### src/hw/rtl/lmd_pkg.sv
// Shared types and constants for the 3x3 local minimum detector.
`timescale 1ns / 1ps

package lmd_pkg;

    // Frame size registers and reported positions are 11 bits wide.
    localparam int POS_W = 11;

    // Configuration register index width and register indexes.
    localparam int CFG_ADDR_W = 2;
    localparam logic [CFG_ADDR_W-1:0] REG_FRAME_ROWS = 2'd0;
    localparam logic [CFG_ADDR_W-1:0] REG_FRAME_COLS = 2'd1;

    // Smallest legal frame dimension.
    localparam logic [POS_W-1:0] MIN_DIM = 11'd2;

    // Report slots per input item: (r-1,c-1), (r-1,c), (r,c-1), (r,c).
    localparam int NUM_SLOTS = 4;

    // Which neighbor directions of a center lie inside the frame.
    typedef struct packed {
        logic top;
        logic bottom;
        logic left;
        logic right;
    } nbr_ok_t;

endpackage

### src/hw/rtl/lmd_center_check.sv
// Strict minimum test of one window center against its in-frame neighbors.
`timescale 1ns / 1ps

module lmd_center_check import lmd_pkg::*; #(
    parameter int SAMPLE_BITS = 16,
    parameter int WR = 1,
    parameter int WC = 1
) (
    input  logic signed [SAMPLE_BITS-1:0] win [9],
    input  nbr_ok_t                       nbr_ok,
    output logic                          is_min
);

    always_comb begin
        logic ok;
        logic row_ok;
        logic col_ok;
        logic in_win;
        int   nr;
        int   nc;
        ok = 1'b1;
        for (int dr = 0; dr < 3; dr++) begin
            for (int dc = 0; dc < 3; dc++) begin
                nr     = WR + dr - 1;
                nc     = WC + dc - 1;
                in_win = (nr >= 0) && (nr <= 2) && (nc >= 0) && (nc <= 2);
                row_ok = (dr == 0) ? nbr_ok.top  : ((dr == 2) ? nbr_ok.bottom : 1'b1);
                col_ok = (dc == 0) ? nbr_ok.left : ((dc == 2) ? nbr_ok.right  : 1'b1);
                if (!(dr == 1 && dc == 1) && in_win && row_ok && col_ok) begin
                    // equal neighbor blocks the report
                    if (!(win[in_win ? nr * 3 + nc : 0] > win[WR * 3 + WC])) begin
                        ok = 1'b0;
                    end
                end
            end
        end
        is_min = ok;
    end

endmodule

### config.mk
export PLATFORM = sky130hd
export DESIGN_NAME = lmd_center_check
export DESIGN_NICKNAME = d
export VERILOG_FILES = /design/src/hw/rtl/lmd_pkg.sv /design/src/hw/rtl/lmd_center_check.sv
export SDC_FILE = /design/constraint.sdc
export NUM_CORES = 1
export LEC_CHECK = 0
export BUFFER_PORTS_ARGS = -buffer_cell sky130_fd_sc_hd__buf_2
export CAP_MARGIN = 20
export CORE_ASPECT_RATIO = 0.6
export CORE_MARGIN = 2
export CORE_UTILIZATION = 53
export DETAILED_ROUTE_END_ITERATION = 6
export PLACE_DENSITY = 0.93
export RECOVER_POWER = 100
export SYNTH_ARGS = -nofsm -noshare
export SYNTH_HDL_FRONTEND = slang
export SYNTH_SLANG_ARGS = --single-unit
### constraint.sdc
create_clock -name vclk -period 5.2
set_clock_uncertainty 0.1 [all_clocks]
set_input_delay 1.04 -clock vclk [all_inputs]
set_output_delay 1.04 -clock vclk [all_outputs]
set_load 0.1 [all_outputs]
* Yosys cells after proc, flatten, opt, wreduce, memory -nomap -nowiden
Cells that the tools add are included.
Word-level totals: bits in registers 0, bits in latches 0, memory bits (writable) 0, bits in read-only memories 0, input port bits 148, output and inout port bits 1, logic and storage cells 28, memories 0
Operators by class: add/subtract/negate cells 0, multiply operators 0, divide/modulo/power cells 0, order comparisons 8, eq/ne operators 0, shift-type cells 0, multiplexer cells 16, bitwise operators 0, reduce and logical (&&, ||, !) cells 4
Operators by type and width (number):
- 16-bit > comparator | 8
- 1-bit two-way mux | 16
- 1-bit logical AND | 4

* Logic depth before layout (Yosys ltp)
depth in word-level cells 17, mapped depth 10

* Worst setup path before layout
Ideal clock, no wire load.
path kind input-to-output, from input win[75] (netlist bit), to output is_min, data arrival time 5.839 ns, setup slack -1.779 ns, cell stages on the path 10, cells stage by stage inv_1 > ha_1 > nand4_1 > or4_2 > a21o_1 > nand3_1 > xor2_1 > a2111oi_1 > nor2b_1 > nor4_1
Between the ends: word-level cells in the longest chain between the ends 17, elaborated cells between the ends (all ways) 24, those cells by class order compare: 8; mux: 16
Ends and longest elaborated chain:
- start, declared | RTL line lmd_center_check.sv:9 | input logic signed [SAMPLE_BITS-1:0] win [9],
- 16-bit > comparator | RTL line lmd_center_check.sv:31 | if (!(win[in_win ? nr * 3 + nc : 0] > win[WR * 3 + WC])) begin
- 1-bit two-way mux | RTL line lmd_center_check.sv:31
- 1-bit two-way mux | RTL line lmd_center_check.sv:29 | if (!(dr == 1 && dc == 1) && in_win && row_ok && col_ok) begin
- 1-bit two-way mux | RTL line lmd_center_check.sv:31
- 1-bit two-way mux | RTL line lmd_center_check.sv:29
- 1-bit two-way mux | RTL line lmd_center_check.sv:31
- 1-bit two-way mux | RTL line lmd_center_check.sv:29
- 1-bit two-way mux | RTL line lmd_center_check.sv:31
- 1-bit two-way mux | RTL line lmd_center_check.sv:29
- 1-bit two-way mux | RTL line lmd_center_check.sv:31
- 1-bit two-way mux | RTL line lmd_center_check.sv:29
- 1-bit two-way mux | RTL line lmd_center_check.sv:31
- 1-bit two-way mux | RTL line lmd_center_check.sv:29
- 1-bit two-way mux | RTL line lmd_center_check.sv:31
- 1-bit two-way mux | RTL line lmd_center_check.sv:29
- 1-bit two-way mux | RTL line lmd_center_check.sv:31
- 1-bit two-way mux * | RTL line lmd_center_check.sv:29
- end, declared | RTL line lmd_center_check.sv:11 | output logic is_min
Every way passes the cells marked *; elsewhere a longest branch is shown, timed or not.

* Final worst setup path
from input win[69] (netlist bit), to output is_min
Same word-level chain as after synthesis.

==> impl_metrics.xml <==
<?xml version="1.0" encoding="UTF-8"?>
<metrics>
  <group name="run_status">
    <metric name="status" unit="">completed</metric>
  </group>
  <group name="die">
    <metric name="top_level_ports" unit="">149</metric>
    <metric name="die_h" unit="um">61.99</metric>
    <metric name="num_rows" unit="">21</metric>
    <metric name="dieArea" unit="um^2">6239</metric>
    <metric name="effective_utilization_at_floorplan" unit="%">54.09</metric>
    <metric name="core_area" unit="um^2">5492</metric>
    <metric name="dieWidth" unit="um">100.6</metric>
  </group>
  <group name="timing">
    <metric name="timing.final.setup_violations" unit="">0</metric>
    <metric name="period_needed" unit="ns">4.963</metric>
    <metric name="setup-tns-final" unit="ns">0</metric>
    <metric name="report.final.hold_viol_count" unit="">0</metric>
    <metric name="max-slew-margin-rel" unit="%">61.99</metric>
    <metric name="final_min_period_over_clock_period" unit="%">95.43</metric>
    <metric name="max_freq" unit="GHz">0.2015</metric>
    <metric name="unrepaired_setup_endpoints_after_global_routing" unit="">no</metric>
    <metric name="worst_slew_pin_slew" unit="ns">0.5688</metric>
    <metric name="timing.final.max_slew_violations" unit="">0</metric>
  </group>
  <group name="logic_synthesis">
    <metric name="most_common_cell_in_the_netlist" unit="">ha_1</metric>
    <metric name="yosysWarningCount" unit="">0</metric>
    <metric name="mappedNetlistArea" unit="um^2">2970</metric>
    <metric name="synth_nets" unit="">642</metric>
    <metric name="post_synth_top_cells" unit="">ha_1 (128), a21oi_1 (44), inv_1 (31)</metric>
    <metric name="syn-mean-instance-area" unit="um^2">8.116</metric>
    <metric name="synth_top_area_share" unit="%">53.92</metric>
    <metric name="cell_accounting_for_the_most_synthesized_area" unit="">ha_1</metric>
    <metric name="synth.yosys.seq_area_share" unit="%">0</metric>
    <metric name="post_synth_main_area_contributors" unit="">ha_1 (54%), a21oi_1 (7.4%), nand4_1 (4.8%)</metric>
    <metric name="netlist-cell-type-count" unit="">35</metric>
    <metric name="postSynthCellCount" unit="">366</metric>
  </group>
  <group name="hold_path">
    <metric name="hold_worst_path_end" unit="">is_min</metric>
    <metric name="timing.hold.worst_path_depth" unit="">4</metric>
    <metric name="hp-start" unit="">nbr_ok[0]</metric>
    <metric name="holdCritPathClass" unit="">primary input to primary output</metric>
  </group>
  <group name="final_layout">
    <metric name="areaGrowthSynthToFinish" unit="%">32.06</metric>
    <metric name="layout-drive-gt1-share" unit="%">32.07</metric>
    <metric name="fin_nets" unit="">805</metric>
    <metric name="seqCellArea" unit="um^2">0</metric>
    <metric name="layout.clock_buffers" unit="">0</metric>
    <metric name="layout.sequential_cells" unit="">0</metric>
    <metric name="diodes" unit="">0</metric>
  </group>
  <group name="critical_path">
    <metric name="cp.buffers_inverters" unit="">3</metric>
    <metric name="timing.critical_path.from_type" unit="">primary input</metric>
    <metric name="cp_num_cells" unit="">12</metric>
    <metric name="crit_family" unit="">simple AND/OR/NAND/NOR gates</metric>
    <metric name="crit_type" unit="">primary input to primary output</metric>
    <metric name="critical_path_peak_fanout" unit="">8</metric>
    <metric name="worstPathCellList" unit="">buf_2 &gt; inv_1 &gt; ha_1 &gt; nand2_1 &gt; or4_2 &gt; a21o_1 &gt; nand3_1 &gt; xor2_1 &gt; a2111oi_1 &gt; nor2b_1 &gt; nor4_4 &gt; buf_12</metric>
    <metric name="critical_path.slowest_cell" unit="">or4_2</metric>
    <metric name="setup.worst_path.end_class" unit="">primary output</metric>
    <metric name="cp.arrival" unit="ns">3.82</metric>
    <metric name="worstPathRequired" unit="ns">4.06</metric>
    <metric name="cp_slowest_stage_delay" unit="ns">0.68</metric>
  </group>
  <group name="power">
    <metric name="power_density" unit="nW/um^2">86.97</metric>
    <metric name="power.switching_fraction" unit="%">53.96</metric>
    <metric name="vdd.ir_drop.worst" unit="mV">0.04638</metric>
    <metric name="p_int" unit="uW">157.1</metric>
    <metric name="seq_pwr_share" unit="%">0</metric>
    <metric name="clock_power_share" unit="%">0</metric>
    <metric name="pwr-share-comb" unit="%">100.0</metric>
    <metric name="total_power" unit="uW">341.1</metric>
    <metric name="cellLeakagePower" unit="nW">2.213</metric>
    <metric name="switchingPower" unit="uW">184.1</metric>
  </group>
  <group name="global_route">
    <metric name="globalRouteOverflowTotal" unit="">0</metric>
    <metric name="grt_first_pass_wirelength" unit="um">15970</metric>
    <metric name="number_of_antenna_violations_at_the_first_check_in_global_routing" unit="">0</metric>
    <metric name="groute.usage.overall" unit="%">33.57</metric>
    <metric name="first_global_vias" unit="">3450</metric>
    <metric name="maximum_number_of_pins_on_one_net_before_global_route_repair" unit="">9</metric>
  </group>
  <group name="placed_design">
    <metric name="io_buffers" unit="">149</metric>
    <metric name="routabilityCongestion" unit="">0.9849</metric>
    <metric name="dpl.hpwl" unit="um">9713</metric>
  </group>
  <group name="clock_tree">
    <metric name="postCtsSetupRepairBufs" unit="">0</metric>
    <metric name="cts_hold_repair.buffers" unit="">0</metric>
    <metric name="post_cts_resize_count" unit="">0</metric>
  </group>
  <group name="job">
    <metric name="max_cap_viol_count" unit="">0</metric>
  </group>
  <group name="routing">
    <metric name="drt-pass1-iter-count" unit="">5</metric>
    <metric name="route.final.wire_length" unit="um">10890</metric>
    <metric name="vias" unit="">3648</metric>
    <metric name="detail_route.vias_per_cell" unit="">6.121</metric>
    <metric name="drt_first_iter_violations" unit="">261</metric>
    <metric name="route.antenna.remaining_nets" unit="">0</metric>
    <metric name="wirelength_per_cell" unit="um">18.28</metric>
    <metric name="post-route-drc-count" unit="">0</metric>
  </group>
</metrics>
## cell usage in the layout, fill, tap and decap left out, drive strengths merged, types with 2 or more instances in the layout
cell	n
buf	161
a21o	14
nor4	6
nand3	16
nand4	23
a2111oi	5
nor2b	7
a21oi	44
and4	2
ha	128
nor3	3
a31oi	3
inv	31
o31ai	3
o21ai	13
o211ai	7
nor2	12
mux2i	3
nand2	20
a211oi	9
nand2b	5
a41oi	2
## worst max path at each step
stage / from / endpoint / slack [ns]
3_3_place_gp: win[69] / is_min / 0.37
2_1_floorplan: win[74] / is_min / 0.02
6_report: win[69] / is_min / 0.24
4_1_cts: win[69] / is_min / 0.24
5_1_grt: win[69] / is_min / 0.03
3_5_place_dp: win[69] / is_min / 0.24
## through the flow
step | utilization (%) | hold slack (ns) | setup WS (ns) | area, um^2 | instances
after floorplan | - | 2.267 | 0.02477 | 2985 | 366
after global placement | 71.43 | 2.540 | 0.3686 | 3923 | 596
after detailed placement | 71.43 | 2.541 | 0.2365 | 3923 | 596
after CTS | 71.43 | 2.539 | 0.2365 | 3923 | 596
after global routing | 71.43 | 2.587 | 0.03412 | 3923 | 596
final | 71.43 | 2.540 | 0.2374 | 3923 | 596
## final cells by class
cell class	instances	area, um^2
Inverter	31	116.4
Fill cell	481	1569
Timing Repair Buffer	161	850.8
Tap cell	69	86.33
Multi-Input combinational cell	335	2869
## metal layers
metal  vias to the layer above  track usage [%]  routed length [um]
met5                         -                0                   0
met4                         0            12.33                 420
met3                        39            6.376                1216
met2                       233            57.71                4684
met1                      1609            42.97                4570
li1                       1767                -                   -
## power groups by stage
stage	combinational (mW)	sequential [mW]	clock, mW
final	0.341	0	0
after global routing	0.377	0	0
after CTS	0.336	0	0
after detailed placement	0.334	0	0
after global placement	0.316	0	0
after floorplan	0.197	0	0
## cell families after synthesis
family          share of synthesized area, %
fa+ha+maj                              53.92
simple gates                           18.41
compound gates                         22.16
mux                                    1.011
xor+xnor                              0.5898
buf+inv                                3.917
Note: power is estimated with default switching activity, not from simulation.
